$ cat config.mk
export PLATFORM = sky130hd
export DESIGN_NAME = divider_and_reload_timer_top
export DESIGN_NICKNAME = d
export VERILOG_FILES = /design/src/sv/dart_pkg.sv /design/src/sv/dart_core.sv /design/src/sv/divider_and_reload_timer_top.sv
export VERILOG_INCLUDE_DIRS = /design/src /design/src/sv
export SDC_FILE = /design/constraint.sdc
export NUM_CORES = 1
export LEC_CHECK = 0
export ABC_AREA = 1
export BUFFER_PORTS_ARGS = -buffer_cell sky130_fd_sc_hd__buf_2
export CAP_MARGIN = 25
export CELL_PAD_IN_SITES_DETAIL_PLACEMENT = 1
export CELL_PAD_IN_SITES_GLOBAL_PLACEMENT = 1
export CORE_ASPECT_RATIO = 1.2
export CORE_MARGIN = 2
export CORE_UTILIZATION = 35
export DETAILED_ROUTE_END_ITERATION = 7
export PLACE_DENSITY = 0.72
export SYNTH_ARGS = -nofsm -noshare
export SYNTH_HDL_FRONTEND = slang
export SYNTH_SLANG_ARGS = --single-unit
$ cat constraint.sdc
create_clock -name clk -period 3.5 [get_ports clk]
set_clock_uncertainty 0.1 [all_clocks]
set_input_delay 0.875 -clock clk [delete_from_list [all_inputs] [get_ports clk]]
set_output_delay 0.875 -clock clk [all_outputs]
set_load 0.03 [all_outputs]
$ cat src/sv/divider_and_reload_timer_top_assert.svh
// assertion macros for the divider and reload timer
// used by divider_and_reload_timer_top; expects clk and rst_n in scope
`ifndef DIVIDER_AND_RELOAD_TIMER_TOP_ASSERT_SVH
`define DIVIDER_AND_RELOAD_TIMER_TOP_ASSERT_SVH

// same-cycle implication, checked out of reset
`define DART_ASSERT_NOW(label, ante, cons) \
    label: assert property (@(posedge clk) disable iff (!rst_n) (ante) |-> (cons)) \
        else $error("timer assertion failed");

// next-cycle implication, checked out of reset
`define DART_ASSERT_NEXT(label, ante, cons) \
    label: assert property (@(posedge clk) disable iff (!rst_n) (ante) |=> (cons)) \
        else $error("timer assertion failed");

`endif

$ cat src/sv/dart_pkg.sv
// shared types, codes and constants of the divider and reload timer
// no dependencies; used by dart_core and divider_and_reload_timer_top
`timescale 1ns / 1ps

package dart_pkg;

    localparam int ACCUM_W        = 16;
    localparam int COUNT_W        = 8;
    localparam int CYCLES_W       = 4;
    localparam int PERIOD_W       = 9;
    localparam int DIVIDER_PERIOD = 64;

    localparam logic [ACCUM_W-1:0] ACCUM_MAX   = '1;
    localparam logic [COUNT_W-1:0] COUNT_MAX   = 8'hFF;

    localparam int S_TDATA_W = 16;
    localparam int M_TDATA_W = 24;
    localparam int CFG_IDX_W = 2;
    localparam int CFG_DATA_W = 8;

    typedef enum logic
    {
        OP_TICK = 1'b0,
        OP_LOAD = 1'b1
    } op_t;

    typedef enum logic [CFG_IDX_W-1:0]
    {
        CFG_TIMER_ENABLE = 2'd0,
        CFG_PERIOD_SEL   = 2'd1,
        CFG_RELOAD_VALUE = 2'd2
    } cfg_idx_t;

    typedef enum logic [1:0]
    {
        SEL_256 = 2'd0,
        SEL_4   = 2'd1,
        SEL_16  = 2'd2,
        SEL_64  = 2'd3
    } clk_sel_t;

    typedef struct packed
    {
        op_t                 op;
        logic [CYCLES_W-1:0] cycles;
        logic [COUNT_W-1:0]  load_value;
    } item_t;

    typedef struct packed
    {
        logic                overflow;
        logic [COUNT_W-1:0]  counter_value;
        logic [COUNT_W-1:0]  divider_value;
    } result_t;

    typedef struct packed
    {
        logic               timer_enable;
        clk_sel_t           period_sel;
        logic [COUNT_W-1:0] reload_value;
    } cfg_t;

    function automatic logic [PERIOD_W-1:0] period_of(input clk_sel_t sel);
        logic [PERIOD_W-1:0] p;
        unique case (sel)
            SEL_256: p = 9'd256;
            SEL_4:   p = 9'd4;
            SEL_16:  p = 9'd16;
            SEL_64:  p = 9'd64;
            default: p = 9'd256;
        endcase
        return p;
    endfunction

    // saturating add of a tick count into an accumulator
    function automatic logic [ACCUM_W-1:0] sat_add(input logic [ACCUM_W-1:0] acc,
                                                   input logic [CYCLES_W-1:0] cyc);
        logic [ACCUM_W:0] s;
        s = {1'b0, acc} + (ACCUM_W+1)'(cyc);
        return s[ACCUM_W] ? ACCUM_MAX : s[ACCUM_W-1:0];
    endfunction

endpackage

$ cat src/sv/dart_core.sv
// timer state and the per-item update: divider, counter accumulator, reload
// depends on dart_pkg
`timescale 1ns / 1ps

module dart_core
#(
    parameter int DIVIDER_PERIOD = dart_pkg::DIVIDER_PERIOD
)
(
    input  logic                     clk,
    input  logic                     rst_n,
    input  logic                     step,
    input  dart_pkg::item_t          item,
    input  dart_pkg::cfg_t           cfg,
    output dart_pkg::result_t        result,
    output logic [dart_pkg::COUNT_W-1:0] counter_now
);

    logic [dart_pkg::ACCUM_W-1:0] divider_accum_reg, divider_accum_next;
    logic [dart_pkg::COUNT_W-1:0] divider_count_reg, divider_count_next;
    logic [dart_pkg::ACCUM_W-1:0] counter_accum_reg, counter_accum_next;
    logic [dart_pkg::COUNT_W-1:0] counter_reg, counter_next;

    logic [dart_pkg::ACCUM_W-1:0] div_sum;
    logic [dart_pkg::ACCUM_W-1:0] cnt_sum;
    logic [dart_pkg::ACCUM_W-1:0] period;
    logic                         ovf;

    always_comb
    begin
        div_sum = dart_pkg::sat_add(divider_accum_reg, item.cycles);
        cnt_sum = dart_pkg::sat_add(counter_accum_reg, item.cycles);
        period  = dart_pkg::ACCUM_W'(dart_pkg::period_of(cfg.period_sel));

        divider_accum_next = divider_accum_reg;
        divider_count_next = divider_count_reg;
        counter_accum_next = counter_accum_reg;
        counter_next       = counter_reg;
        ovf                = 1'b0;

        unique case (item.op)
            dart_pkg::OP_LOAD:
            begin
                counter_next = item.load_value;
            end
            default:
            begin
                divider_accum_next = div_sum;
                if (div_sum >= dart_pkg::ACCUM_W'(DIVIDER_PERIOD))
                begin
                    divider_accum_next = div_sum - dart_pkg::ACCUM_W'(DIVIDER_PERIOD);
                    divider_count_next = divider_count_reg + dart_pkg::COUNT_W'(1);
                end
                if (cfg.timer_enable)
                begin
                    counter_accum_next = cnt_sum;
                    if (cnt_sum >= period)
                    begin
                        counter_accum_next = cnt_sum - period;
                        if (counter_reg == dart_pkg::COUNT_MAX)
                        begin
                            counter_next = cfg.reload_value;
                            ovf          = 1'b1;
                        end
                        else
                        begin
                            counter_next = counter_reg + dart_pkg::COUNT_W'(1);
                        end
                    end
                end
            end
        endcase

        result.divider_value = divider_count_next;
        result.counter_value = counter_next;
        result.overflow      = ovf;
    end

    assign counter_now = counter_reg;

    always_ff @(posedge clk or negedge rst_n)
    begin
        if (!rst_n)
        begin
            divider_accum_reg <= '0;
            divider_count_reg <= '0;
            counter_accum_reg <= '0;
            counter_reg       <= '0;
        end
        else if (step)
        begin
            divider_accum_reg <= divider_accum_next;
            divider_count_reg <= divider_count_next;
            counter_accum_reg <= counter_accum_next;
            counter_reg       <= counter_next;
        end
    end

endmodule

$ cat src/sv/divider_and_reload_timer_top.sv
// top level of the prescaled timer/counter with reload
// depends on dart_pkg, dart_core and divider_and_reload_timer_top_assert.svh
// usage
//   s_* carries one request per item: s_tuser is the op (tick or load),
//   s_tdata the cycle count and the load value. every request gives exactly
//   one result on m_*: divider counter, timer counter and overflow flag.
//   cfg_* writes timer_enable, the period select and reload_value by index;
//   it is always ready and should only be used while the block is idle.
// pipeline and throughput
//   a request is registered in the input stage, its result in the result register
//   that drives m_tvalid; one request is taken every cycle while m_tready is high,
//   as a single add and compare per accumulator sits between the two registers
// reset
//   rst_n clears the valid flags of both stages, all accumulators, both counters
//   and the configuration registers to zero (timer disabled, period 256).
// back-pressure
//   with m_tready low the result holds; one further request is held in the
//   input stage, after which s_tready drops until the result is taken
`timescale 1ns / 1ps
`include "divider_and_reload_timer_top_assert.svh"

module divider_and_reload_timer_top
#(
    parameter int DIVIDER_PERIOD = dart_pkg::DIVIDER_PERIOD
)
(
    input  logic                              clk,
    input  logic                              rst_n,

    input  logic                              s_tvalid,
    output logic                              s_tready,
    input  logic [dart_pkg::S_TDATA_W-1:0]    s_tdata,  // [3:0] cycles, [11:4] load_value
    input  logic                              s_tuser,  // [0] op

    output logic                              m_tvalid,
    input  logic                              m_tready,
    // [7:0] divider_value, [15:8] counter_value, [16] overflow
    output logic [dart_pkg::M_TDATA_W-1:0]    m_tdata,

    input  logic                              cfg_valid,
    output logic                              cfg_ready,
    input  logic [dart_pkg::CFG_IDX_W-1:0]    cfg_index,
    input  logic [dart_pkg::CFG_DATA_W-1:0]   cfg_data
);

    // configuration registers
    dart_pkg::cfg_t     cfg_reg;

    // input stage
    logic               in_valid_reg;
    dart_pkg::item_t    item_reg;
    dart_pkg::item_t    item_in;

    // result stage
    logic               out_valid_reg;
    dart_pkg::result_t  result_reg;
    dart_pkg::result_t  result_next;

    logic               advance;
    logic               s_accept;
    logic [dart_pkg::COUNT_W-1:0] counter_now;

    // input stage moves on when the result register is free or being emptied
    assign advance   = in_valid_reg && (!out_valid_reg || m_tready);
    assign s_tready  = !in_valid_reg || advance;
    assign s_accept  = s_tvalid && s_tready;
    assign cfg_ready = 1'b1;

    assign item_in.op         = dart_pkg::op_t'(s_tuser);
    assign item_in.cycles     = s_tdata[dart_pkg::CYCLES_W-1:0];
    assign item_in.load_value = s_tdata[dart_pkg::CYCLES_W +: dart_pkg::COUNT_W];

    always_ff @(posedge clk or negedge rst_n)
    begin
        if (!rst_n)
        begin
            cfg_reg.timer_enable <= 1'b0;
            cfg_reg.period_sel   <= dart_pkg::SEL_256;
            cfg_reg.reload_value <= '0;
        end
        else if (cfg_valid && cfg_ready)
        begin
            unique case (dart_pkg::cfg_idx_t'(cfg_index))
                dart_pkg::CFG_TIMER_ENABLE: cfg_reg.timer_enable <= cfg_data[0];
                dart_pkg::CFG_PERIOD_SEL:
                    cfg_reg.period_sel <= dart_pkg::clk_sel_t'(cfg_data[1:0]);
                dart_pkg::CFG_RELOAD_VALUE: cfg_reg.reload_value <= cfg_data;
                default: ;  // unused index, write dropped
            endcase
        end
    end

    always_ff @(posedge clk or negedge rst_n)
    begin
        if (!rst_n)
        begin
            in_valid_reg <= 1'b0;
        end
        else if (s_tready)
        begin
            in_valid_reg <= s_tvalid;
        end
    end

    always_ff @(posedge clk)
    begin
        if (s_accept)
        begin
            item_reg <= item_in;
        end
    end

    // timer state and the update for the item in the input stage
    dart_core
    #(
        .DIVIDER_PERIOD (DIVIDER_PERIOD)
    )
    u_core
    (
        .clk         (clk),
        .rst_n       (rst_n),
        .step        (advance),
        .item        (item_reg),
        .cfg         (cfg_reg),
        .result      (result_next),
        .counter_now (counter_now)
    );

    always_ff @(posedge clk or negedge rst_n)
    begin
        if (!rst_n)
        begin
            out_valid_reg <= 1'b0;
        end
        else if (!out_valid_reg || m_tready)
        begin
            out_valid_reg <= in_valid_reg;
        end
    end

    always_ff @(posedge clk)
    begin
        if (advance)
        begin
            result_reg <= result_next;
        end
    end

    assign m_tvalid = out_valid_reg;
    assign m_tdata  = dart_pkg::M_TDATA_W'(result_reg);

    // an overflow only ever comes from a counter sitting at its top value
    `DART_ASSERT_NOW(a_ovf_from_top, advance && result_next.overflow, counter_now == dart_pkg::COUNT_MAX)
    // a load request never reports an overflow
    `DART_ASSERT_NEXT(a_load_no_ovf, advance && (item_reg.op == dart_pkg::OP_LOAD), !result_reg.overflow)
    // an item leaving the input stage always lands in the result register
    `DART_ASSERT_NEXT(a_advance_lands, advance, out_valid_reg)

endmodule
==> flow_summary_export.csv, run 1 <==
group,metric,value,unit
timing,maxClockFrequency,0.298,GHz
placed_design,io_buffer_count,46,
route,routed_wl,16400,um
route,antenna_left,0,
final_layout,syn_to_final_growth,22.1,%
final_layout,finish.cell_count_without_fillers,1080,
timing,final_min_period_over_clock_period,0.959,
global_route,number_of_global_route_vias_before_repair,5569,
floorplanning,dieArea,18200,um^2
setup_path,r2r-start,"item_reg[8]$_DFFE_PP_",
final_layout,final_cell_mix,"202 x sky130_fd_sc_hd__nand2_1, 82 x sky130_fd_sc_hd__inv_1, 77 x sky130_fd_sc_hd__nand3_1, 61 x sky130_fd_sc_hd__dfrtp_1, 52 x sky130_fd_sc_hd__nor2_1",
logic_synthesis,synth-edff-count,30,
final_layout,multiInputGateArea,3350,um^2
timing,final-setup-viol-count,0,
placed_design,hpwlAfterDp,11700,um
route,wl_per_cell,15.2,um
cts,worst_setup_hold_path_clk_slew,0.07,ns
global_route,grt_pass1_wl,27000,um
cts,tritoncts.num_buffers,9,
final_layout,final-seq-area,2430,um^2
final_layout,drive_gt1_frac,0.250,
logic_synthesis,synth.yosys.seq_area_share,0.406,
global_route,antenna_found_initial,0,
cts,clkLatencyLatePin,0.35,ns
route,drc,0,
logic_synthesis,syn_area_per_cell,7.79,um^2
floorplanning,die_x,123,um
final_layout,filler_cells,2115,
global_route,total_routing_resource_utilization_after_global_routing,0.187,
logic_synthesis,syn-instance-count,768,
floorplanning,fp.coreArea,16800,um^2
placed_design,gp_congestion,0.823,
logic_synthesis,share_of_flip_flops_with_an_asynchronous_set_or_reset_after_synthesis,0.670,
timing,transition_time_of_the_tightest_slew_check_pin,0.874,ns
timing,final_hold_viol_count,0,
floorplanning,y_dimension_of_the_die,147,um
timing,final.min_clock_period,3.36,ns
timing,grt_setup_unrepaired,"true",
pwr,power.ir.vdd_worst,0.000334,V
final_layout,layout_commonest_cell,"sky130_fd_sc_hd__nand2_1",
setup_path,endpoint_kind,"flip-flop",
route,vias_per_cell,4.93,
placed_design,numPlacedInstances,1045,
timing,final_max_slew_viol_count,0,
global_route,grt_max_degree,62,
setup_path,critPathLaunchType,"flip-flop",
cts,cts.path.max_buffers,2,
cts,root_buffer,"sky130_fd_sc_hd__clkbuf_16",
pwr,p_per_area,864,nW/um^2
logic_synthesis,synth_warnings,0,
pwr,static-leakage-power,3.50,nW
timing,fin_setup_tns,0,ns
setup_path,setup.worst_path.class,"reg2reg",
cts,cts_sinks,91,
route,detail_route.first_pass.iterations,4,
setup_path,crit_path_launch,"item_reg[8]$_DFFE_PP_",
final_layout,max_reg_flops,17,
setup_path,crit_path_end,"m_tdata[9]$_DFFE_PP_",
logic_synthesis,syn_area,5980,um^2
floorplanning,io-pin-count,59,
final_layout,antennaDiodeCount,0,
setup_path,cp.required,3.50,ns
setup_path,data_arrival_critical_path,3.36,ns
timing,timing.slew.headroom,0.417,
route,num_vias,5327,
setup_path,worst_r2r_endpoint,"m_tdata[9]$_DFFE_PP_",
logic_synthesis,most_used_flip_flop_cell_after_synthesis,"sky130_fd_sc_hd__dfrtp_1",
cts,cts_tree,"built",
cts,cts-hold-fix-buffers,0,
logic_synthesis,synth-seq-cells,91,
run,max_cap_viol_count,0,
setup_path,crit_path_max_fanout,16,
setup_path,reg2reg_setup_slack,0.14,ns
worst_hold_path,min-delay-path-class,"reg2reg",
floorplanning,start_util,0.356,
logic_synthesis,netlist-cell-type-count,48,
setup_path,depth_of_the_worst_register_to_register_path,21,
run_status,outcome,"finished, final reports clean",
route,drt-initial-drc-count,191,
cts,htree_levels,3,
global_route,grt-ovfl-total,0,
floorplanning,fp-row-count,52,
final_layout,layout.nets,910,
-- final cells by class --
| class | instances | area share |
|---|---|---|
| Tap cell | 216 | 0.0370 |
| Multi-Input combinational cell | 572 | 0.459 |
| Clock inverter | 4 | 0.00428 |
| Inverter | 90 | 0.0466 |
| Sequential cell | 91 | 0.332 |
| Clock buffer | 12 | 0.0365 |
| Timing Repair Buffer | 95 | 0.0845 |
-- how the worst min path moves through the flow --
stage / start / to / slack [ns] / cells after the start
5_1_grt: u_core.divider_count_reg[4]$_DFFE_PN0P_ / u_core.divider_count_reg[4]$_DFFE_PN0P_ / 0.43 / 2
6_report: u_core.divider_count_reg[4]$_DFFE_PN0P_ / u_core.divider_count_reg[4]$_DFFE_PN0P_ / 0.39 / 2
2_1_floorplan: cfg_reg[0]$_DFFE_PN0P_ / cfg_reg[0]$_DFFE_PN0P_ / 0.35 / 2
3_5_place_dp: u_core.divider_count_reg[4]$_DFFE_PN0P_ / u_core.divider_count_reg[4]$_DFFE_PN0P_ / 0.38 / 2
3_3_place_gp: u_core.counter_now[4]$_DFFE_PN0P_ / u_core.counter_now[4]$_DFFE_PN0P_ / 0.37 / 2
4_1_cts: u_core.counter_now[4]$_DFFE_PN0P_ / u_core.counter_now[4]$_DFFE_PN0P_ / 0.40 / 2
-- report_power, final --
part	internal, W	total, W	switching (W)
sequential	0.00144	0.00175	0.000309
clock	0.000546	0.000992	0.000446
combinational	0.00141	0.00357	0.00216
total	0.00339	0.00631	0.00292
-- critical path: stages (launching register included) --
cell                       delay, ns
sky130_fd_sc_hd__edfxtp_1       0.43
sky130_fd_sc_hd__ha_2           0.23
sky130_fd_sc_hd__fa_2           0.37
sky130_fd_sc_hd__nand2_2        0.09
sky130_fd_sc_hd__nand2_2        0.08
sky130_fd_sc_hd__nand2_4        0.11
sky130_fd_sc_hd__nor2_4         0.05
sky130_fd_sc_hd__nand2_4        0.07
sky130_fd_sc_hd__buf_8          0.18
sky130_fd_sc_hd__nand2_1        0.09
sky130_fd_sc_hd__inv_1          0.10
sky130_fd_sc_hd__ha_4           0.14
sky130_fd_sc_hd__or2_4          0.11
sky130_fd_sc_hd__nand4_1        0.11
sky130_fd_sc_hd__nand2_2        0.12
sky130_fd_sc_hd__nand3_2        0.10
sky130_fd_sc_hd__nand2_4        0.17
sky130_fd_sc_hd__nand2_8        0.10
sky130_fd_sc_hd__nand2_8        0.12
sky130_fd_sc_hd__nand2_2        0.06
sky130_fd_sc_hd__nand3_1        0.07
sky130_fd_sc_hd__nand2_1        0.09
-- Yosys cell counts (13+ instances only) --
library cell | count | area [um^2]
sky130_fd_sc_hd__nand2_2 | 13 | 81.3
sky130_fd_sc_hd__nand4_1 | 13 | 81.3
sky130_fd_sc_hd__dfrtp_1 | 61 | 1530
sky130_fd_sc_hd__edfxtp_1 | 30 | 901
sky130_fd_sc_hd__nand3_2 | 13 | 130
sky130_fd_sc_hd__nor2_1 | 55 | 206
sky130_fd_sc_hd__nand3_1 | 82 | 410
sky130_fd_sc_hd__ha_1 | 17 | 213
sky130_fd_sc_hd__inv_1 | 85 | 319
sky130_fd_sc_hd__o21ai_0 | 31 | 155
sky130_fd_sc_hd__xor2_1 | 22 | 193
sky130_fd_sc_hd__nand2_1 | 214 | 803
sky130_fd_sc_hd__a21oi_1 | 16 | 80.1
-- per-layer routing --
metal | GRT usage | wire (um) | part of all wire | vias up
li1 | - | - | - | 2664
met1 | 0.234 | 7240 | 0.44 | 2589
met2 | 0.333 | 8560 | 0.52 | 61
met3 | 0.0229 | 367 | 0.022 | 13
met4 | 0.0580 | 250 | 0.015 | 0
met5 | 0 | 0 | 0 | -
-- timing repair --
item / 4_1_cts / 5_1_grt
resized for setup: 9 / 49
gates cloned: 2 / 1
setup endpoints to repair: 29 / 53
setup buffers: 3 / 13
pin swaps: 3 / 32
-- logic make-up after synthesis --
kind of cell | count (synthesis) | share of synthesized area
AO/OA/AOI/OAI | 68 | 0.0625
XOR/XNOR | 28 | 0.0410
adder cells (fa/ha/maj) | 19 | 0.0422
buffers and inverters | 114 | 0.0818
flip-flops | 91 | 0.406
multiplexers | 8 | 0.0146
other | 2 | 0.00126
AND/OR/NAND/NOR | 438 | 0.351
-- metrics by stage --
| step | area (um^2) | hold WS (ns) | util | total power [W] | setup slack, ns |
|---|---|---|---|---|---|
| final | 7300 | 0.394 | 0.435 | 0.00631 | 0.144 |
| after global routing | 7300 | 0.426 | 0.435 | 0.00687 | -0.0733 |
| after CTS | 6970 | 0.396 | 0.415 | 0.00598 | 0.00299 |
| after detailed placement | 6600 | 0.378 | 0.393 | 0.00487 | -0.0703 |
| after global placement | 6600 | 0.366 | 0.393 | 0.00480 | -0.0346 |
| after floorplan | 6010 | 0.348 | - | 0.00394 | 0.0798 |
No activity file was read; power rests on OpenSTA's default activity.
==> run 2: changes to the inputs <==
--- a/config.mk
+++ b/config.mk
@@ -16,6 +16,7 @@
 export CORE_UTILIZATION = 35
 export DETAILED_ROUTE_END_ITERATION = 7
 export PLACE_DENSITY = 0.72
+export SETUP_SLACK_MARGIN = 0.2
 export SYNTH_ARGS = -nofsm -noshare
 export SYNTH_HDL_FRONTEND = slang
 export SYNTH_SLANG_ARGS = --single-unit
==> run 2 against run 1 <==
- flip-flop and latch count unchanged
- worst setup slack better by 0.033 ns
- sequential power barely moved
- first-iteration DRC count rose by 11%
- global-route usage increased by 0.57 points
- largest cell class unchanged
- highest routed layer unchanged
==> flow_summary_export.csv, run 2 (synthesis gave the netlist of run 1 again) <==
group,metric,value,unit
final_layout,antennaDiodeCount,0,
cts,clkLatencyLatePin,0.36,ns
cts,worst_setup_hold_path_clk_slew,0.07,ns
timing,holdWs,0.412,ns
final_layout,syn_to_final_growth,23.9,%
global_route,grt_max_degree,34,
floorplanning,dieArea,18200,um^2
cts,tritoncts.num_buffers,9,
timing,final_max_slew_viol_count,0,
route,num_vias,5415,
final_layout,layout.nets,908,
floorplanning,y_dimension_of_the_die,147,um
floorplanning,start_util,0.356,
route,detail_route.first_pass.iterations,4,
setup_path,endpoint_kind,"flip-flop",
cts,cts.path.max_buffers,2,
timing,grt_setup_unrepaired,"true",
timing,setup_slack,0.177,ns
route,antenna_left,0,
placed_design,hpwlAfterDp,12100,um
setup_path,critPathLaunchType,"flip-flop",
floorplanning,fp-row-count,52,
final_layout,final_cell_mix,"195 x sky130_fd_sc_hd__nand2_1, 79 x sky130_fd_sc_hd__inv_1, 78 x sky130_fd_sc_hd__nand3_1, 61 x sky130_fd_sc_hd__dfrtp_1, 48 x sky130_fd_sc_hd__nor2_1",
timing,final-setup-viol-count,0,
global_route,total_routing_resource_utilization_after_global_routing,0.193,
global_route,grt-ovfl-total,0,
global_route,grt_pass1_wl,27700,um
setup_path,crit_path_max_fanout,8,
floorplanning,fp.coreArea,16800,um^2
final_layout,finish.utilization,0.442,
timing,maxClockFrequency,0.301,GHz
floorplanning,die_x,123,um
timing,final.min_clock_period,3.32,ns
timing,final_min_period_over_clock_period,0.950,
cts,cts_sinks,91,
worst_hold_path,min-delay-path-class,"reg2reg",
placed_design,io_buffer_count,46,
route,routed_wl,17500,um
run,max_cap_viol_count,0,
pwr,power.ir.vdd_worst,0.000410,V
pwr,p_per_area,885,nW/um^2
placed_design,pre_cts_setup_slack,0.00991,ns
timing,timing.slew.headroom,0.489,
global_route,antenna_found_initial,0,
floorplanning,io-pin-count,59,
pwr,static-leakage-power,3.50,nW
placed_design,gp_congestion,0.803,
cts,htree_levels,3,
setup_path,data_arrival_critical_path,3.33,ns
cts,cts-hold-fix-buffers,0,
run_status,outcome,"finished, final reports clean",
setup_path,setup.worst_path.class,"reg2reg",
setup_path,cp.required,3.51,ns
timing,final_hold_viol_count,0,
global_route,number_of_global_route_vias_before_repair,5648,
final_layout,max_reg_flops,17,
route,drc,0,
timing,fin_setup_tns,0,ns
route,vias_per_cell,5.02,
final_layout,layout_commonest_cell,"sky130_fd_sc_hd__nand2_1",
final_layout,drive_gt1_frac,0.274,
cts,cts_tree,"built",
route,wl_per_cell,16.2,um
cts,root_buffer,"sky130_fd_sc_hd__clkbuf_16",
timing,transition_time_of_the_tightest_slew_check_pin,0.766,ns
pwr,post_layout_power,0.00656,W
route,drt-initial-drc-count,212,
## run 2: cell types whose count changed in the layout (fill, tap and decap cells not counted), moves of 3 or more
cell | before | now
sky130_fd_sc_hd__nand2_2 | 24 | 30
sky130_fd_sc_hd__o21ai_1 | 7 | 10
sky130_fd_sc_hd__nor2_2 | 6 | 9
sky130_fd_sc_hd__nand2_1 | 202 | 195
sky130_fd_sc_hd__a21oi_1 | 14 | 10
sky130_fd_sc_hd__o21ai_0 | 30 | 27
sky130_fd_sc_hd__clkbuf_8 | 3 | 0
sky130_fd_sc_hd__buf_6 | 1 | 6
sky130_fd_sc_hd__nor2_1 | 52 | 48
sky130_fd_sc_hd__ha_1 | 10 | 7
sky130_fd_sc_hd__inv_1 | 82 | 79
sky130_fd_sc_hd__buf_4 | 46 | 41
sky130_fd_sc_hd__a21oi_2 | 1 | 4
sky130_fd_sc_hd__ha_4 | 5 | 8
## run 2: metrics by stage
stage	cell area (um^2)	std cells
final	7410	1078
after global routing	7410	1078
after CTS	7080	1060
after detailed placement	6530	1030
after global placement	6530	1030
after floorplan	6030	774
## run 2: layout make-up
class / count / area [um^2]
fillers: 2091 / 9370
multi-input cells: 571 / 3450
flip-flops and latches: 91 / 2430
repair buffers: 94 / 626
inverters: 90 / 343
well taps: 216 / 270
clock buffers: 9 / 225
clock inverters: 7 / 76.3
## run 2: report_power, final
| group | total (W) | internal [W] | switching, W |
|---|---|---|---|
| sequential | 0.00177 | 0.00144 | 0.000328 |
| clock | 0.00100 | 0.000506 | 0.000498 |
| combinational | 0.00379 | 0.00151 | 0.00228 |
## run 2: worst paths after layout
path,endpoint,slack [ns],from,depth (start not counted)
setup / recovery,m_tdata[14]$_DFFE_PP_,0.18,item_reg[8]$_DFFE_PP_,19
hold / removal,u_core.counter_now[4]$_DFFE_PN0P_,0.41,u_core.counter_now[4]$_DFFE_PN0P_,2
setup reg to reg,m_tdata[14]$_DFFE_PP_,0.18,item_reg[8]$_DFFE_PP_,19
hold reg to reg,u_core.counter_now[4]$_DFFE_PN0P_,0.41,u_core.counter_now[4]$_DFFE_PN0P_,2
max in group asynchronous,u_core.divider_accum_reg[7]$_DFFE_PN0P_,2.15,rst_n,2
min in group asynchronous,u_core.counter_now[2]$_DFFE_PN0P_,0.49,rst_n,1
## run 2: worst max-delay path: stages, from the launching register on
cell                       delay, ns
sky130_fd_sc_hd__edfxtp_1       0.42
sky130_fd_sc_hd__ha_2           0.21
sky130_fd_sc_hd__fa_2           0.36
sky130_fd_sc_hd__nand2_2        0.10
sky130_fd_sc_hd__nand2_4        0.06
sky130_fd_sc_hd__nand2_4        0.09
sky130_fd_sc_hd__nor2_4         0.05
sky130_fd_sc_hd__nand2_4        0.07
sky130_fd_sc_hd__buf_4          0.17
sky130_fd_sc_hd__nand2_1        0.13
sky130_fd_sc_hd__ha_1           0.26
sky130_fd_sc_hd__nor2_2         0.13
sky130_fd_sc_hd__nand2_1        0.13
sky130_fd_sc_hd__nor2_4         0.27
sky130_fd_sc_hd__nand2_8        0.14
sky130_fd_sc_hd__buf_6          0.16
sky130_fd_sc_hd__nand2_4        0.05
sky130_fd_sc_hd__nand2_2        0.04
sky130_fd_sc_hd__nand3_2        0.07
sky130_fd_sc_hd__nand2_2        0.06
## run 2: timing repair
item / CTS / global route
buffers inserted: 13 / 17
gates resized for setup: 34 / 52
setup endpoints to repair: 56 / 55
cloned: 1 / 1
pin swaps: 26 / 23
## run 2: per-layer routing
layer / track usage / part of all wire
met2: 0.336 / 0.52
met3: 0.0241 / 0.023
met5: 0 / 0
met4: 0.0563 / 0.016
met1: 0.248 / 0.44
==> run 3: changes to the inputs <==
--- a/config.mk
+++ b/config.mk
@@ -16,6 +16,7 @@
 export CORE_UTILIZATION = 35
 export DETAILED_ROUTE_END_ITERATION = 7
 export PLACE_DENSITY = 0.72
+export RECOVER_POWER = 25
 export SETUP_SLACK_MARGIN = 0.2
 export SYNTH_ARGS = -nofsm -noshare
 export SYNTH_HDL_FRONTEND = slang
==> run 3 against run 2 <==
- the flow now finishes with violations (capacitance limit, slew limit)
- register-to-register slack is essentially flat
- design area fell by 0.34%
- clock-buffer cell count did not move
- wire length about the same
- first-iteration DRC count shrank 4.2%
- final cell count did not move
- total power is essentially flat
- die area is the same
- non-clock buffer count unchanged
- critical path depth did not move
- worst setup slack better by 0.00082 ns
- critical endpoint unchanged
- largest cell class unchanged
- largest power group unchanged
==> flow_summary_export.csv, run 3 (synthesis gave the netlist of run 1 again) <==
group,metric,value,unit
run_status,outcome,"complete, but fails checks",
run_status,violations,"capacitance limit, slew limit",
cts,worst_setup_hold_path_clk_slew,0.07,ns
global_route,number_of_global_route_vias_before_repair,5648,
cts,cts_tree,"built",
worst_hold_path,hp-start,"u_core.counter_now[4]$_DFFE_PN0P_",
run,max_cap_viol_count,1,
cts,root_buffer,"sky130_fd_sc_hd__clkbuf_16",
global_route,grt-ovfl-total,0,
timing,final_min_period_over_clock_period,0.949,
route,routed_wl,17500,um
route,antenna_left,0,
final_layout,finish.cell_count_without_fillers,1078,
cts,cts_sinks,91,
setup_path,crit_path_max_fanout,8,
final_layout,antennaDiodeCount,0,
timing,final.min_clock_period,3.32,ns
setup_path,endpoint_kind,"flip-flop",
setup_path,reg2reg_setup_slack,0.18,ns
setup_path,setup.worst_path.class,"reg2reg",
timing,fin_setup_tns,0,ns
final_layout,layout.nets,908,
timing,maxClockFrequency,0.301,GHz
setup_path,critPathLaunchType,"flip-flop",
route,drc,0,
placed_design,io_buffer_count,46,
global_route,grt_pass1_wl,27700,um
floorplanning,y_dimension_of_the_die,147,um
setup_path,r2r-start,"item_reg[8]$_DFFE_PP_",
route,detail_route.first_pass.iterations,4,
timing,final_hold_viol_count,0,
cts,clkLatencyLatePin,0.36,ns
placed_design,hpwlAfterDp,12100,um
placed_design,numPlacedInstances,1030,
route,num_vias,5417,
worst_hold_path,holdPathEnd,"u_core.counter_now[4]$_DFFE_PN0P_",
floorplanning,die_x,123,um
setup_path,data_arrival_critical_path,3.33,ns
pwr,static-leakage-power,3.48,nW
global_route,total_routing_resource_utilization_after_global_routing,0.193,
global_route,grt_max_degree,34,
timing,transition_time_of_the_tightest_slew_check_pin,1.75,ns
cts,htree_levels,3,
final_layout,final_cell_mix,"195 x sky130_fd_sc_hd__nand2_1, 79 x sky130_fd_sc_hd__inv_1, 78 x sky130_fd_sc_hd__nand3_1, 61 x sky130_fd_sc_hd__dfrtp_1, 48 x sky130_fd_sc_hd__nor2_1",
timing,timing.slew.headroom,-0.168,
timing,final-setup-viol-count,0,
placed_design,gp_congestion,0.803,
floorplanning,io-pin-count,59,
route,drt-initial-drc-count,203,
cts,cts-hold-fix-buffers,0,
global_route,antenna_found_initial,0,
cts,tritoncts.num_buffers,9,
final_layout,drive_gt1_frac,0.267,
route,wl_per_cell,16.2,um
pwr,power.ir.vdd_worst,0.000410,V
floorplanning,start_util,0.356,
route,vias_per_cell,5.03,
floorplanning,fp.coreArea,16800,um^2
setup_path,worst_r2r_endpoint,"m_tdata[14]$_DFFE_PP_",
timing,final_max_slew_viol_count,30,
timing,grt_setup_unrepaired,"true",
pwr,p_per_area,887,nW/um^2
final_layout,max_reg_flops,17,
worst_hold_path,worst_hold_path.num_cells,2,
setup_path,depth_of_the_worst_register_to_register_path,19,
floorplanning,dieArea,18200,um^2
worst_hold_path,min-delay-path-class,"reg2reg",
cts,cts.path.max_buffers,2,
setup_path,cp.required,3.51,ns
floorplanning,fp-row-count,52,
final_layout,layout_commonest_cell,"sky130_fd_sc_hd__nand2_1",
final_layout,syn_to_final_growth,23.5,%
## run 3: through the flow
step	power, W	hold slack (ns)	setup WS (ns)	area (um^2)	utilization
6_report	0.00655	0.412	0.177	7390	0.440
5_1_grt	0.00709	0.434	0.00112	7390	0.440
4_1_cts	0.00611	0.399	0.197	7080	0.422
3_5_place_dp	0.00478	0.381	0.00991	6530	0.389
3_3_place_gp	0.00469	0.365	0.0675	6530	0.389
2_1_floorplan	0.00397	0.348	0.183	6030	-
## run 3: report_power, final
part	internal [W]	switching, W	total (W)
combinational	0.00151	0.00228	0.00378
clock	0.000506	0.000498	0.00100
sequential	0.00144	0.000328	0.00177
## run 3: how the worst max path moves through the flow
stage,from,to,cells past startpoint
detailed placement,item_reg[8]$_DFFE_PP_,m_tdata[11]$_DFFE_PP_,21
CTS,item_reg[8]$_DFFE_PP_,m_tdata[4]$_DFFE_PP_,16
global placement,item_reg[8]$_DFFE_PP_,m_tdata[11]$_DFFE_PP_,21
global route,item_reg[10]$_DFFE_PP_,u_core.counter_now[7]$_DFFE_PN0P_,22
floorplan,item_reg[8]$_DFFE_PP_,m_tdata[14]$_DFFE_PP_,23
finish,item_reg[8]$_DFFE_PP_,m_tdata[14]$_DFFE_PP_,19
## run 3: metal layers
layer	wire, um	track usage	part of all wire
met1	7730	0.248	0.44
met2	9100	0.336	0.52
met3	392	0.0241	0.022
met4	274	0.0563	0.016
met5	0	0	0
## run 3: repair_timing
action,CTS,global route
cloned,1,1
setup buffers,13,17
pin swaps,26,23
gates resized for setup,34,52
setup endpoints to repair,56,55
## run 3: cell type report
type	instances	area, um^2
Timing Repair Buffer	94	601
Fill cell	2092	9400
Sequential cell	91	2430
Multi-Input combinational cell	571	3450
Inverter	90	343
Tap cell	216	270
Clock buffer	9	225
Clock inverter	7	76.3
## run 3: worst max-delay path, cell delays in order (launching register included)
cell	delay [ns]
sky130_fd_sc_hd__edfxtp_1	0.42
sky130_fd_sc_hd__ha_2	0.21
sky130_fd_sc_hd__fa_2	0.36
sky130_fd_sc_hd__nand2_2	0.10
sky130_fd_sc_hd__nand2_4	0.06
sky130_fd_sc_hd__nand2_4	0.09
sky130_fd_sc_hd__nor2_4	0.05
sky130_fd_sc_hd__nand2_4	0.07
sky130_fd_sc_hd__buf_4	0.17
sky130_fd_sc_hd__nand2_1	0.13
sky130_fd_sc_hd__ha_1	0.26
sky130_fd_sc_hd__nor2_2	0.13
sky130_fd_sc_hd__nand2_1	0.13
sky130_fd_sc_hd__nor2_4	0.27
sky130_fd_sc_hd__nand2_8	0.14
sky130_fd_sc_hd__buf_6	0.16
sky130_fd_sc_hd__nand2_4	0.05
sky130_fd_sc_hd__nand2_2	0.04
sky130_fd_sc_hd__nand3_2	0.07
sky130_fd_sc_hd__nand2_2	0.06
